`src/hdl/accmd_pkg.sv`:
```
// Package for the accelerometer motion detector: field widths, register map,
// reset values and the types shared by the lanes, the merge stage and the top level.
// Depends on nothing.
package accmd_pkg;

	localparam int AXES     = 3;
	localparam int WORD_W   = 16;
	localparam int SAMPLE_W = 12;
	localparam int FILT_W   = 13;
	localparam int MAG_W    = 13;
	localparam int THR_W    = 16;
	localparam int SUM_W    = 17;
	localparam int ABS_W    = 16;
	localparam int PROD_W   = 32;
	localparam int OUT_W    = 16;
	localparam int ADDR_W   = 4;
	localparam int DATA_W   = 32;

	// Divide by ten as a multiply by 2^19/10 rounded up; exact for operands up to 81919.
	localparam logic [ABS_W-1:0] RECIP10    = 16'd52429;
	localparam int               RECIP_SH   = 19;

	// Register indexes (byte address 4 * index).
	localparam logic [1:0] REG_THRESHOLD = 2'd0;
	localparam logic [1:0] REG_OFFSET_X  = 2'd1;
	localparam logic [1:0] REG_OFFSET_Y  = 2'd2;
	localparam logic [1:0] REG_OFFSET_Z  = 2'd3;

	localparam logic [THR_W-1:0]    THRESHOLD_RST = 16'd300;
	localparam logic [SAMPLE_W-1:0] OFFSET_X_RST  = 12'sd48;
	localparam logic [SAMPLE_W-1:0] OFFSET_Y_RST  = -12'sd15;
	localparam logic [SAMPLE_W-1:0] OFFSET_Z_RST  = -12'sd1000;

	typedef logic signed [FILT_W-1:0]   filt_t;
	typedef logic signed [SAMPLE_W-1:0] offs_t;

	typedef struct packed {
		logic accept;  // sample transaction taken into stage 1
		logic update;  // stage 1 sample applied to the filter
		logic clear;   // that sample closes the window
	} lane_ctrl_t;

endpackage

```
`src/hdl/accel_motion_detector.sv`:
```
// Top level of the accelerometer motion detector: register file, sample
// pipeline control, three axis lanes and the merge stage.
// Depends on accmd_pkg, accmd_lane and accmd_merge.

// The block takes one x/y/z sample per input transaction and can take one in
// every clock cycle while not stalled: each axis has its own lane, and the filter
// update of a lane (a multiply by nine, an add and a divide by ten done as a
// reciprocal multiply) is one combinational path into the filter register, so
// that loop allows one sample per cycle. A sample is registered with its offset
// applied in stage 1 and folded into the filters when stage 1 advances. The
// sample that completes a window of SAMPLES_PER_DECISION samples also copies the
// filter values into the merge stage and clears the filters and the counter; the
// merge stage then finds the largest magnitude and compares it with the
// threshold, and the result transaction is offered from the output register. The
// output register and the merge register each hold one result, so the input only
// stalls while a window-end sample waits in stage 1 with both of them full and
// the result not being taken. Configuration is by the APB port; writes
// should be made only while no sample is in flight.
module accel_motion_detector #(
	parameter int SAMPLES_PER_DECISION = 15
) (
	input  logic                            clk,
	input  logic                            arst_n,
	// APB configuration port
	input  logic                            psel,
	input  logic                            penable,
	input  logic                            pwrite,
	input  logic [accmd_pkg::ADDR_W-1:0]    paddr,
	input  logic [accmd_pkg::DATA_W-1:0]    pwdata,
	output logic [accmd_pkg::DATA_W-1:0]    prdata,
	output logic                            pready,
	// Sample stream
	input  logic                            s_axis_tvalid,
	output logic                            s_axis_tready,
	input  logic [3*accmd_pkg::WORD_W-1:0]  s_axis_tdata,  // x_word[15:0], y_word[31:16], z_word[47:32]
	// Result stream
	output logic                            m_axis_tvalid,
	input  logic                            m_axis_tready,
	output logic [accmd_pkg::OUT_W-1:0]     m_axis_tdata   // moving[0], largest_change[13:1], zero[15:14]
);

	localparam int CNT_W = $clog2(SAMPLES_PER_DECISION + 1);
	localparam logic [CNT_W-1:0] CNT_LAST = CNT_W'(SAMPLES_PER_DECISION - 1);

	logic [accmd_pkg::THR_W-1:0]  threshold_q;
	accmd_pkg::offs_t             offset_q [accmd_pkg::AXES];
	logic                         cfg_wr;
	logic [1:0]                   cfg_idx;

	logic [CNT_W-1:0]             cnt_q;
	logic                         valid_s1;
	logic                         last_s1;
	logic                         acc_last;
	logic                         s1_adv;
	logic                         merge_rdy;
	accmd_pkg::lane_ctrl_t        lane_ctrl;
	accmd_pkg::filt_t             f_next [accmd_pkg::AXES];

	// ------------------------------------------------------------------
	// Configuration registers. Every address maps onto one of the four
	// registers by bits 3:2.
	// ------------------------------------------------------------------
	assign pready  = 1'b1;
	assign cfg_wr  = psel && penable && pwrite && pready;
	assign cfg_idx = paddr[3:2];

	always_ff @(posedge clk or negedge arst_n) begin
		if (!arst_n) begin
			threshold_q <= accmd_pkg::THRESHOLD_RST;
			offset_q[0] <= accmd_pkg::OFFSET_X_RST;
			offset_q[1] <= accmd_pkg::OFFSET_Y_RST;
			offset_q[2] <= accmd_pkg::OFFSET_Z_RST;
		end else if (cfg_wr) begin
			case (cfg_idx)
				accmd_pkg::REG_THRESHOLD: threshold_q <= pwdata[accmd_pkg::THR_W-1:0];
				accmd_pkg::REG_OFFSET_X:  offset_q[0] <= pwdata[accmd_pkg::SAMPLE_W-1:0];
				accmd_pkg::REG_OFFSET_Y:  offset_q[1] <= pwdata[accmd_pkg::SAMPLE_W-1:0];
				accmd_pkg::REG_OFFSET_Z:  offset_q[2] <= pwdata[accmd_pkg::SAMPLE_W-1:0];
				default: ;
			endcase
		end
	end

	// Offsets read back sign-extended, the threshold zero-extended.
	always_comb begin
		case (cfg_idx)
			accmd_pkg::REG_THRESHOLD:
				prdata = {{(accmd_pkg::DATA_W-accmd_pkg::THR_W){1'b0}}, threshold_q};
			accmd_pkg::REG_OFFSET_X:
				prdata = accmd_pkg::DATA_W'(offset_q[0]);
			accmd_pkg::REG_OFFSET_Y:
				prdata = accmd_pkg::DATA_W'(offset_q[1]);
			accmd_pkg::REG_OFFSET_Z:
				prdata = accmd_pkg::DATA_W'(offset_q[2]);
			default:
				prdata = '0;
		endcase
	end

	// ------------------------------------------------------------------
	// Pipeline control. A stage 1 sample that does not close a window
	// always moves on; one that does needs room in the merge stage.
	// ------------------------------------------------------------------
	assign s1_adv        = !valid_s1 || !last_s1 || merge_rdy;
	assign s_axis_tready = s1_adv;
	assign acc_last      = (cnt_q == CNT_LAST);

	assign lane_ctrl.accept = s_axis_tvalid && s_axis_tready;
	assign lane_ctrl.update = valid_s1 && s1_adv;
	assign lane_ctrl.clear  = last_s1;

	always_ff @(posedge clk or negedge arst_n) begin
		if (!arst_n) begin
			valid_s1 <= 1'b0;
			last_s1  <= 1'b0;
			cnt_q    <= '0;
		end else begin
			if (lane_ctrl.accept) begin
				valid_s1 <= 1'b1;
				last_s1  <= acc_last;
				cnt_q    <= acc_last ? '0 : cnt_q + 1'b1;
			end else if (s1_adv) begin
				valid_s1 <= 1'b0;
			end
		end
	end

	// ------------------------------------------------------------------
	// Axis lanes and the merge stage.
	// ------------------------------------------------------------------
	for (genvar a = 0; a < accmd_pkg::AXES; a++) begin : g_lane
		accmd_lane u_lane (
			.clk    (clk),
			.arst_n (arst_n),
			.ctrl   (lane_ctrl),
			.word   (s_axis_tdata[a*accmd_pkg::WORD_W +: accmd_pkg::WORD_W]),
			.offset (offset_q[a]),
			.f_next (f_next[a])
		);
	end

	accmd_merge u_merge (
		.clk       (clk),
		.arst_n    (arst_n),
		.load      (lane_ctrl.update && lane_ctrl.clear),
		.f_in      (f_next),
		.threshold (threshold_q),
		.ready     (merge_rdy),
		.m_tvalid  (m_axis_tvalid),
		.m_tready  (m_axis_tready),
		.m_tdata   (m_axis_tdata)
	);

	// ------------------------------------------------------------------
	// Assertions
	// ------------------------------------------------------------------

	// The sample counter never reaches the window length.
	a_cnt_bound: assert property (@(posedge clk) disable iff (!arst_n)
		cnt_q <= CNT_LAST)
		else $error("window counter out of range");

	// Accepting the window-closing sample restarts the count.
	a_cnt_wrap: assert property (@(posedge clk) disable iff (!arst_n)
		lane_ctrl.accept && acc_last |=> cnt_q == '0 && last_s1 && valid_s1)
		else $error("window counter did not restart");

	// A window-end filter update is never applied while the merge stage is full.
	a_merge_room: assert property (@(posedge clk) disable iff (!arst_n)
		lane_ctrl.update && lane_ctrl.clear |-> merge_rdy)
		else $error("window result overwrote a pending result");

endmodule

```
`src/hdl/accmd_lane.sv`:
```
// One axis lane of the motion detector: sample extraction, offset and the
// decimal smoothing filter. Depends on accmd_pkg.
module accmd_lane (
	input  logic                       clk,
	input  logic                       arst_n,
	input  accmd_pkg::lane_ctrl_t      ctrl,
	input  logic [accmd_pkg::WORD_W-1:0] word,
	input  accmd_pkg::offs_t           offset,
	output accmd_pkg::filt_t           f_next
);

	logic signed [accmd_pkg::SAMPLE_W-1:0] sample;
	logic signed [accmd_pkg::FILT_W-1:0]   d_next;
	logic signed [accmd_pkg::FILT_W-1:0]   d_s1;
	accmd_pkg::filt_t                      f_q;
	logic signed [accmd_pkg::SUM_W-1:0]    nine_f;
	logic signed [accmd_pkg::SUM_W-1:0]    sum;
	logic signed [accmd_pkg::SUM_W-1:0]    sum_neg;
	logic [accmd_pkg::ABS_W-1:0]           sum_mag;
	logic [accmd_pkg::PROD_W-1:0]          prod;
	logic [accmd_pkg::FILT_W:0]            quot;
	logic [accmd_pkg::FILT_W:0]            quot_neg;

	// The sample is left aligned; the low nibble is padding.
	assign sample = word[accmd_pkg::WORD_W-1 -: accmd_pkg::SAMPLE_W];
	assign d_next = {sample[accmd_pkg::SAMPLE_W-1], sample}
		+ {offset[accmd_pkg::SAMPLE_W-1], offset};

	always_ff @(posedge clk) begin
		if (ctrl.accept) begin
			d_s1 <= d_next;
		end
	end

	// f = trunc((d + 9f) / 10): divide the magnitude, then restore the sign.
	always_comb begin
		nine_f   = (accmd_pkg::SUM_W'(f_q) <<< 3) + accmd_pkg::SUM_W'(f_q);
		sum      = accmd_pkg::SUM_W'(d_s1) + nine_f;
		sum_neg  = -sum;
		sum_mag  = sum[accmd_pkg::SUM_W-1] ? sum_neg[accmd_pkg::ABS_W-1:0]
			: sum[accmd_pkg::ABS_W-1:0];
		prod     = {{(accmd_pkg::PROD_W-accmd_pkg::ABS_W){1'b0}}, sum_mag}
			* {{(accmd_pkg::PROD_W-accmd_pkg::ABS_W){1'b0}}, accmd_pkg::RECIP10};
		quot     = {1'b0, prod[accmd_pkg::RECIP_SH +: accmd_pkg::FILT_W]};
		quot_neg = '0 - quot;
		f_next   = sum[accmd_pkg::SUM_W-1] ? quot_neg[accmd_pkg::FILT_W-1:0]
			: quot[accmd_pkg::FILT_W-1:0];
	end

	always_ff @(posedge clk or negedge arst_n) begin
		if (!arst_n) begin
			f_q <= '0;
		end else if (ctrl.update) begin
			f_q <= ctrl.clear ? '0 : f_next;
		end
	end

endmodule

```
`src/hdl/accmd_merge.sv`:
```
// Merge stage of the motion detector: holds the window-end filter values,
// picks the largest magnitude, compares it with the threshold and drives the
// result register. Depends on accmd_pkg.
module accmd_merge (
	input  logic                          clk,
	input  logic                          arst_n,
	input  logic                          load,
	input  accmd_pkg::filt_t              f_in [accmd_pkg::AXES],
	input  logic [accmd_pkg::THR_W-1:0]   threshold,
	output logic                          ready,
	output logic                          m_tvalid,
	input  logic                          m_tready,
	output logic [accmd_pkg::OUT_W-1:0]   m_tdata
);

	accmd_pkg::filt_t              f_s2 [accmd_pkg::AXES];
	logic                          valid_s2;
	logic [accmd_pkg::MAG_W-1:0]   mag [accmd_pkg::AXES];
	logic [accmd_pkg::MAG_W-1:0]   largest;
	logic [accmd_pkg::FILT_W-1:0]  f_neg;
	logic                          out_free;
	logic                          m_tvalid_q;
	logic                          moving_q;
	logic [accmd_pkg::MAG_W-1:0]   largest_q;

	assign out_free = !m_tvalid_q || m_tready;
	assign ready    = !valid_s2 || out_free;

	always_ff @(posedge clk) begin
		if (load) begin
			f_s2 <= f_in;
		end
	end

	always_ff @(posedge clk or negedge arst_n) begin
		if (!arst_n) begin
			valid_s2 <= 1'b0;
		end else if (load) begin
			valid_s2 <= 1'b1;
		end else if (out_free) begin
			valid_s2 <= 1'b0;
		end
	end

	// A filter value of -4096 has magnitude 4096, which the unsigned field still holds.
	always_comb begin
		largest = '0;
		f_neg   = '0;
		for (int i = 0; i < accmd_pkg::AXES; i++) begin
			f_neg  = '0 - f_s2[i];
			mag[i] = f_s2[i][accmd_pkg::FILT_W-1] ? f_neg : f_s2[i];
			if (mag[i] > largest) begin
				largest = mag[i];
			end
		end
	end

	always_ff @(posedge clk) begin
		if (valid_s2 && out_free) begin
			largest_q <= largest;
			moving_q  <= {{(accmd_pkg::THR_W-accmd_pkg::MAG_W){1'b0}}, largest} > threshold;
		end
	end

	always_ff @(posedge clk or negedge arst_n) begin
		if (!arst_n) begin
			m_tvalid_q <= 1'b0;
		end else if (out_free) begin
			m_tvalid_q <= valid_s2;
		end
	end

	assign m_tvalid = m_tvalid_q;
	assign m_tdata  = {{(accmd_pkg::OUT_W-accmd_pkg::MAG_W-1){1'b0}}, largest_q, moving_q};

endmodule
```
`config.mk`:
```
export PLATFORM = sky130hd
export DESIGN_NAME = accel_motion_detector
export DESIGN_NICKNAME = d
export VERILOG_FILES = /design/src/hdl/accmd_pkg.sv /design/src/hdl/accel_motion_detector.sv /design/src/hdl/accmd_lane.sv /design/src/hdl/accmd_merge.sv
export SDC_FILE = /design/constraint.sdc
export NUM_CORES = 1
export LEC_CHECK = 0
export BUFFER_PORTS_ARGS = -buffer_cell sky130_fd_sc_hd__buf_4
export CAP_MARGIN = 20
export CORE_MARGIN = 3
export CORE_UTILIZATION = 35
export CTS_BUF_LIST = sky130_fd_sc_hd__clkbuf_8
export DETAILED_ROUTE_END_ITERATION = 8
export GPL_ROUTABILITY_DRIVEN = 0
export PLACE_DENSITY = 0.5
export SLEW_MARGIN = 20
export SYNTH_ARGS = -nofsm -noshare
export SYNTH_HDL_FRONTEND = slang
export SYNTH_SLANG_ARGS = --single-unit
```
`constraint.sdc`:
```
create_clock -name clk -period 10.6 [get_ports clk]
set_input_delay 0.53 -clock clk [delete_from_list [all_inputs] [get_ports clk]]
set_output_delay 0.53 -clock clk [all_outputs]
set_load 0.01 [all_outputs]
```
==> results.md, run 1 <==
- The flow ran to the end, and the final reports show no timing, DRC or antenna violations.
- The max-capacitance violation count is 0.
- The number of vias after detailed routing is 21,400.
- The mean area per synthesized cell is 9.71 sq um.
- The share of flip-flops with an asynchronous set or reset is 51.8%.
- The aggregate negative setup slack is 0 ns.
- The most common cell type on the critical path is fa_1.
- STA puts the critical path data required time at 10.81 ns.
- The area overhead of the layout relative to synthesis is 13.8%.
- Cells with a size suffix above 1 make up 15.2% of the layout.
- The count of nets left with antenna violations once routing finished came out at 0.
- Entering global routing, the biggest net connects 56 pins.
- The worst setup path is captured at a flop.
- The routed length per instance is 17.6 um.
- The master cell of the clock root buffer is clkbuf_8.
- The sequential standard cell area is 5270 sq um.
- Across the routed clock network, the largest skew measured is 0.0231 ns.
- The largest individual stage delay along the critical path comes from the cell or4b_2.
- Clock-pin slew was measured on the worst setup and hold paths at 0.11 ns.
- The largest stage delay on the critical path is 0.60 ns.
- The cell area after synthesis is 29,400 sq um.
- Summing all multi-input logic gate instances after layout gives 22,000 sq um.
- In this run the number of H-tree levels came out at 4.
- The startpoint type of the worst setup path is a flop.
- The floorplan step defined a die boundary enclosing 87,500 sq um.
- Counting flops with a built-in enable in the synthesized netlist gives 92.
- The count of state elements after synthesis is 191.
- In the synthesized netlist, the number of instances is 3,026.
- For the pin with the worst max-slew slack, the measured transition is 0.997 ns.
- Measured along the x axis, the die boundary spans 296 um.
- The capture instance of the worst register-to-register path is u_merge.f_s2[22]$_DFFE_PP_.
- For this run, the top clock speed supported by timing is 98.5 MHz.
- The final hold violation count is 0.
- After global routing the overflow that remains totals 0.
- The headroom to the max-slew limit is 33.3%.
- Counting both buffers and inverters, the worst setup path holds a total of 5.
- After filler insertion, the fill cell instance count of the layout stands at 8,227.
- Clock tree synthesis inserted a total of 17 buffers.
- For this block, the routed nets add up to 76,700 um of wire.
- The first global-routing pass estimated 122,000 um of wire.
- The worst hold path class is primary input to asynchronous set/reset pin.
- The number of sinks handled by clock tree synthesis is 191.
- The number of hold buffers added after CTS is 0.
- The Yosys step of the flow raised 0 warnings.
- The via count normalized by instance count is 4.90.
- The total area inside the core boundary comes to 82,600 sq um.
- Yosys mapped the design onto 86 distinct sky130hd cell types.
- The total count of max-transition violations in the final report came to 0.
- Setup violations remaining at the end of the flow were counted as 0.
- For this run, the detailed router's first-pass iteration total came to 5.
- After the first detailed-routing iteration, the DRC count stood at 929.
- The effective utilization at floorplan is 35.6%.
- In this run the worst path has a maximum fanout of 6.
- The worst setup slack for register-to-register paths is 0.45 ns.
- Sequential cells were found to cover 17.9% of the synthesized design area.
- The boundary pin count is 142.
- The share of the cycle needed by the critical path after routing is 95.7%.
- Data on the critical path arrives at its endpoint at 10.36 ns.
- The floorplan has 105 rows.
- The via count of the first global-routing pass is 21,800.
- The type of the worst setup path is flop to flop.
- Clock latency on the worst-skew pair, taken at its later pin, is 0.48 ns.
- The worst register-to-register path begins at g_lane[1].u_lane.d_s1[12]$_DFFE_PP_.
- The total DRC errors in the routed layout is 0.
- The net total in the final layout is 4,182.
- The number of antenna violations at the first check in global routing came to 0.
- The prevailing post-synth register cell is edfxtp_1.
- The cell family contributing the most delay on the critical path is adder cells.
- TritonCTS built the clock tree.
- The number of cell instances on the worst register-to-register path is 32.
- Detailed placement finished with a half-perimeter wire length of 67,100 um.
- The floorplan step set the die height to 296 um.
- Global routing consumed, over all layers together, 17.7% of the routing resources.
- Buffers placed on the I/O ports in this run total 108.
- The final critical-path required period is 10.15 ns.
- The number of buffers on the longest clock path is 2.
- The diode insertion count for antenna repair is 0.
## through the flow
stage / area (sq um) / worst slack [ns] / cells / utilization, % / hold WS, ns
floorplan: 29400 / 0.372 / 3027 / - / 0.234
global placement: 32600 / 0.178 / 4318 / 39.4 / 0.463
finish: 33400 / 0.452 / 4364 / 40.5 / 0.0567
global route: 33400 / -0.00744 / 4364 / 40.5 / 0.0601
CTS: 33000 / 0.0932 / 4350 / 39.9 / 0.0464
detailed placement: 32600 / 0.162 / 4318 / 39.5 / 0.456
## cell usage in the layout, fill, tap and decap left out, types with 9 or more instances in the layout
master,synthesis,final
and2_1,15,15
dfstp_2,19,19
nand4_1,27,27
o31ai_1,25,22
mux2_2,45,45
nor3_1,39,33
xor2_1,84,81
xnor2_1,152,140
o21a_1,30,30
a21oi_2,1,16
nor2b_1,21,21
nand2b_1,26,26
o21ai_1,6,12
a31oi_1,12,11
or3_1,20,20
inv_1,583,580
nand2_1,135,134
and3_1,12,11
mux2i_1,25,25
a22o_1,39,39
ha_1,531,525
clkbuf_8,0,18
o211ai_1,9,9
fa_1,279,278
xnor2_2,1,12
buf_4,19,294
mux4_2,11,11
o21bai_1,30,30
dfrtp_1,80,79
nor2_1,95,90
o21ai_0,110,104
edfxtp_1,92,92
a21o_1,79,79
a21oi_1,154,139
nand3_1,36,36
## worst max-delay path by stage
stage / from / to / slack [ns] / cells after the start
floorplan: g_lane[1].u_lane.d_s1[12]$_DFFE_PP_ / u_merge.f_s2[22]$_DFFE_PP_ / 0.37 / 31
global placement: g_lane[2].u_lane.f_q[4]$_DFFE_PN0P_ / g_lane[2].u_lane.f_q[10]$_DFFE_PN0P_ / 0.18 / 39
detailed placement: g_lane[0].u_lane.f_q[1]$_DFFE_PN0P_ / g_lane[0].u_lane.f_q[12]$_DFFE_PN0P_ / 0.16 / 37
CTS: g_lane[0].u_lane.f_q[1]$_DFFE_PN0P_ / g_lane[0].u_lane.f_q[12]$_DFFE_PN0P_ / 0.09 / 37
global route: g_lane[2].u_lane.f_q[1]$_DFFE_PN0P_ / g_lane[2].u_lane.f_q[11]$_DFFE_PN0P_ / -0.007 / 39
finish: g_lane[1].u_lane.d_s1[12]$_DFFE_PP_ / u_merge.f_s2[22]$_DFFE_PP_ / 0.45 / 32
## flip-flops by register name (all words and copies together) (netlist names)
register            count
g_lane.u_lane.d_s1     39
g_lane.u_lane.f_q      39
u_merge.f_s2           39
offset_q               36
threshold_q            16
u_merge.largest_q      13
cnt_q                   4
last_s1                 1
u_merge.m_tvalid        1
u_merge.moving_q        1
u_merge.valid_s2        1
valid_s1                1
## cell usage after synthesis, types with 6 or more instances
master | instances | area, sq um
a2111oi_0 | 8 | 70.1
a211oi_1 | 8 | 60.1
a21o_1 | 79 | 593
a21oi_1 | 154 | 771
a22o_1 | 39 | 342
a31oi_1 | 12 | 75.1
and2_1 | 15 | 93.8
and3_1 | 12 | 75.1
and4_1 | 8 | 70.1
buf_4 | 19 | 143
clkbuf_1 | 39 | 146
dfrtp_1 | 80 | 2000
dfstp_2 | 19 | 499
edfxtp_1 | 92 | 2760
fa_1 | 279 | 5590
ha_1 | 531 | 6640
inv_1 | 583 | 2190
mux2_2 | 45 | 507
mux2i_1 | 25 | 250
mux4_2 | 11 | 248
nand2_1 | 135 | 507
nand2b_1 | 26 | 163
nand3_1 | 36 | 180
nand4_1 | 27 | 169
nor2_1 | 95 | 357
nor2b_1 | 21 | 131
nor3_1 | 39 | 195
nor4_1 | 9 | 56.3
o211ai_1 | 9 | 67.6
o21a_1 | 30 | 225
o21ai_0 | 110 | 551
o21ai_1 | 6 | 30.0
o21bai_1 | 30 | 225
o31ai_1 | 25 | 188
o41ai_1 | 9 | 78.8
or2_2 | 6 | 37.5
or3_1 | 20 | 125
or4_1 | 10 | 75.1
xnor2_1 | 152 | 1330
xor2_1 | 84 | 736
## worst register-to-register path, delay by kind of cell (launching register included)
kind	cells	cell delay, ns
simple gates	10	2.89
flops	1	0.53
xor+xnor	4	0.48
buf+inv	5	0.63
fa+ha+maj	9	4.18
compound gates	4	1.19
## cells by family (layout without fill, tap and decap cells)
kind of cell	Yosys count	after routing	share of synthesized area, %
adder cells (fa/ha/maj)	810	810	41.6
buffers and inverters	644	911	8.47
AO/OA/AOI/OAI	574	574	12.9
AND/OR/NAND/NOR	487	487	8.53
XOR/XNOR	237	237	7.09
flip-flops	191	191	17.9
multiplexers	81	81	3.42
other	2	3	0.0256
## timing repair
| item | in CTS | in global routing |
|---|---|---|
| hold endpoints to repair | 0 | 0 |
| endpoints found under the setup margin | 0 | 47 |
| gates resized for setup | 0 | 75 |
| setup buffers | 0 | 13 |
## routing by layer
metal,share of wire (%),track usage (%),vias to the layer above
li1,-,-,10800
met4,0.82,1.99,0
met1,50,25.7,10300
met5,0,0,-
met3,2.2,1.30,32
met2,47,29.9,245
## area by class of cell
class | count | area share (%)
clock buffer | 18 | 0.741
clock inverter | 14 | 0.423
inverter | 583 | 6.54
multi-input combinational | 2192 | 65.8
sequential | 191 | 15.7
tap | 1070 | 4.00
timing repair buffer | 296 | 6.72
Power of run 1 is left out: the tool's default activity adds up to more than one toggle a clock period on the data nets, which glitch-free logic cannot reach.
==> inputs of run 2 (changes only) <==
CELL_PAD_IN_SITES_DETAIL_PLACEMENT = 1   (was not set)
CELL_PAD_IN_SITES_GLOBAL_PLACEMENT = 2   (was not set)
PLACE_DENSITY = 0.72   (was 0.5)
==> results.md, run 2 (synthesis results as in run 1) <==
- The largest stage delay on the critical path is 0.51 ns (was 0.60 ns).
- The diode insertion count for antenna repair was 0 (unchanged).
- The cell family with the largest share of critical-path delay is adder cells (unchanged).
- Along the worst hold path, the cell count comes to 2.
- The area overhead of the layout relative to synthesis is 14.6% (was 13.8%).
- The final cell utilization of the core was 40.7% (was 40.5%).
- The final-report setup violation count was 0 (unchanged).
- The number of vias after detailed routing came to 22,500 (was 21,400).
- The worst hold path startpoint is s_axis_tvalid.
- The headroom to the max-slew limit is 32.6% (was 33.3%).
- The net total in the final layout is 4,187 (was 4,182).
- The total CTS buffers is 17 (unchanged).
- The number of antenna violations at the first check in global routing is 0 (unchanged).
- The share of the cycle needed by the critical path after routing is 95.9% (was 95.7%).
- The total core area came to 82,600 sq um (unchanged).
- The estimated wirelength of the detail-placed design is 75,900 um (was 67,100 um).
- The via count normalized by instance count is 5.15 (was 4.90).
- Largest registers: g_lane.u_lane.d_s1: 39 flops, g_lane.u_lane.f_q: 39 flops, u_merge.f_s2: 39 flops (unchanged).
- Commonest cells after routing, fill and taps aside: inv_1 (584), ha_1 (526), buf_4 (298) (was inv_1 (580), ha_1 (525), buf_4 (294)).
- The overall global routing resource usage is 20.1% (was 17.7%).
- The final hold violation count is 0 (unchanged).
- The later-pin clock latency in the skew report is 0.49 ns (was 0.48 ns).
- The horizontal die dimension is 296 um (unchanged).
- The data required time of the critical path was 11.02 ns (was 10.81 ns).
- The area of the die is 87,500 sq um (unchanged).
- The data arrival time of the critical path came to 10.59 ns (was 10.36 ns).
- The routed length per instance is 19.8 um (was 17.6 um).
- The maximum clock frequency is 98.4 MHz (was 98.5 MHz).
- The boundary pin count came to 142 (unchanged).
- The type of the worst setup path was flop to flop (unchanged).
- The detailed-routing iteration count for the pre-antenna-repair pass is 5 (unchanged).
- The most frequent standard cell in the layout excluding fill and tap cells was inv_1 (unchanged).
- The number of buffers on the longest clock path is 2 (unchanged).
- The worst hold path class is primary input to flop (was primary input to asynchronous set/reset pin).
- The final global-route overflow total is 0 (unchanged).
- The buffers plus inverters on the worst setup path is 5 (unchanged).
- The number of cell instances on the worst register-to-register path is 40 (was 32).
- The total count of max-transition violations in the final report was 0 (unchanged).
- The worst setup slack for register-to-register paths is 0.44 ns (was 0.45 ns).
- The placement row count is 105 (unchanged).
- The TritonCTS clock tree is yes (unchanged).
- The number of H-tree branching levels is 4 (unchanged).
- The largest clock skew in the final design came to 0.0154 ns (was 0.0231 ns).
- The master cell of the clock root buffer is clkbuf_8 (unchanged).
- The number of DRC markers after the initial detailed-route iteration is 827 (was 929).
- For hold timing, the worst endpoint is valid_s1$_DFFE_PN0P_.
- The clock transition at the register clock pins on the worst setup and hold paths after CTS is 0.11 ns (about the same).
- The effective utilization at floorplan was 35.6% (unchanged).
- The pin count of the biggest net entering global routing is 66 (was 56).
- The aggregate negative setup slack is 0 ns (unchanged).
- The capture instance of the worst register-to-register path was g_lane[2].u_lane.f_q[8]$_DFFE_PN0P_ (was u_merge.f_s2[22]$_DFFE_PP_).
- The max-capacitance violation count is 0 (unchanged).
- The final critical-path required period is 10.16 ns (was 10.15 ns).
- The startpoint of the most critical register-to-register path is g_lane[2].u_lane.f_q[1]$_DFFE_PN0P_ (was g_lane[1].u_lane.d_s1[12]$_DFFE_PP_).
- The cell with the largest stage delay on the worst path is fa_1 (was or4b_2).
- The routed wire length came to 86,600 um (was 76,700 um).
- The post-route antenna net violation count is 0 (unchanged).
- The wire length of the first global-routing pass is 138,000 um (was 122,000 um).
- The fraction of final layout cells with drive strength greater than 1 came to 15.9% (was 15.2%).
- The number of sinks handled by clock tree synthesis came to 191 (unchanged).
- The die height is 296 um (unchanged).
- The cell count after placement is 4,324 (was 4,318).
- The number of standard cells in the final layout excluding fillers was 4,369 (was 4,364).
- The startpoint type of the worst setup path was a flop (unchanged).
- The total DRC errors in the routed layout is 0 (unchanged).
- The number of buffers inserted by port buffering is 108 (unchanged).
- The via count of the first global-routing pass is 25,000 (was 21,800).
- The transition time at the pin with the least slew margin is 1.00 ns (was 0.997 ns).
- The kind of capture point of the worst setup path is a flop (unchanged).
- The post-route worst hold slack is 0.258 ns (was 0.0567 ns).
- The peak fanout along the critical path is 4 (was 6).
- Outcome: complete, no violations (unchanged).
[run 2: final cells by class]
type / count / area, sq um
clock buffer: 17 / 234
tap: 1070 / 1340
multi-input combinational: 2192 / 22200
inverter: 583 / 2190
clock inverter: 15 / 163
fill: 9293 / 49000
timing repair buffer: 301 / 2290
sequential: 191 / 5270
[run 2: worst reg2reg max path: cells and delay by family, from the launching register on]
kind / cells / cell delay, ns
AO/OA/AOI/OAI: 15 / 3.00
adder cells (fa/ha/maj): 10 / 3.93
buffers and inverters: 5 / 0.57
flip-flops: 1 / 0.43
AND/OR/NAND/NOR: 6 / 1.30
XOR/XNOR: 4 / 0.89
[run 2: repair_timing]
action | in CTS | in global routing
buffers inserted | 2 | 9
gates resized for setup | 5 | 103
setup endpoints to repair | 10 | 51
hold buffers | 1 | 0
pin swaps | 2 | 22
hold endpoints to repair | 14 | 0
[run 2: worst max path at each step]
stage	from	endpoint	depth (start not counted)
after CTS	g_lane[2].u_lane.f_q[4]$_DFFE_PN0P_	g_lane[2].u_lane.f_q[11]$_DFFE_PN0P_	39
after detailed placement	g_lane[1].u_lane.f_q[0]$_DFFE_PN0P_	u_merge.f_s2[22]$_DFFE_PP_	40
final	g_lane[2].u_lane.f_q[1]$_DFFE_PN0P_	g_lane[2].u_lane.f_q[8]$_DFFE_PN0P_	40
after global routing	g_lane[2].u_lane.f_q[0]$_DFFE_PN0P_	g_lane[2].u_lane.f_q[6]$_DFFE_PN0P_	43
after floorplan	g_lane[1].u_lane.d_s1[12]$_DFFE_PP_	u_merge.f_s2[22]$_DFFE_PP_	31
after global placement	g_lane[1].u_lane.f_q[0]$_DFFE_PN0P_	u_merge.f_s2[22]$_DFFE_PP_	39
[run 2: layer usage]
layer	global-route usage, %	wire, um	vias up
met5	0	0	-
met4	4.08	1620	0
met3	2.07	2340	73
met2	34.5	42000	277
met1	27.4	40600	11400
li1	-	-	10800
[run 2: through the flow]
step / area, sq um / setup slack, ns
final: 33700 / 0.439
after detailed placement: 32600 / -0.158
after floorplan: 29400 / 0.372
after global routing: 33700 / -0.0757
after CTS: 33100 / 0.00469
after global placement: 32600 / -0.0129
Power of run 2 is left out for the same reason.
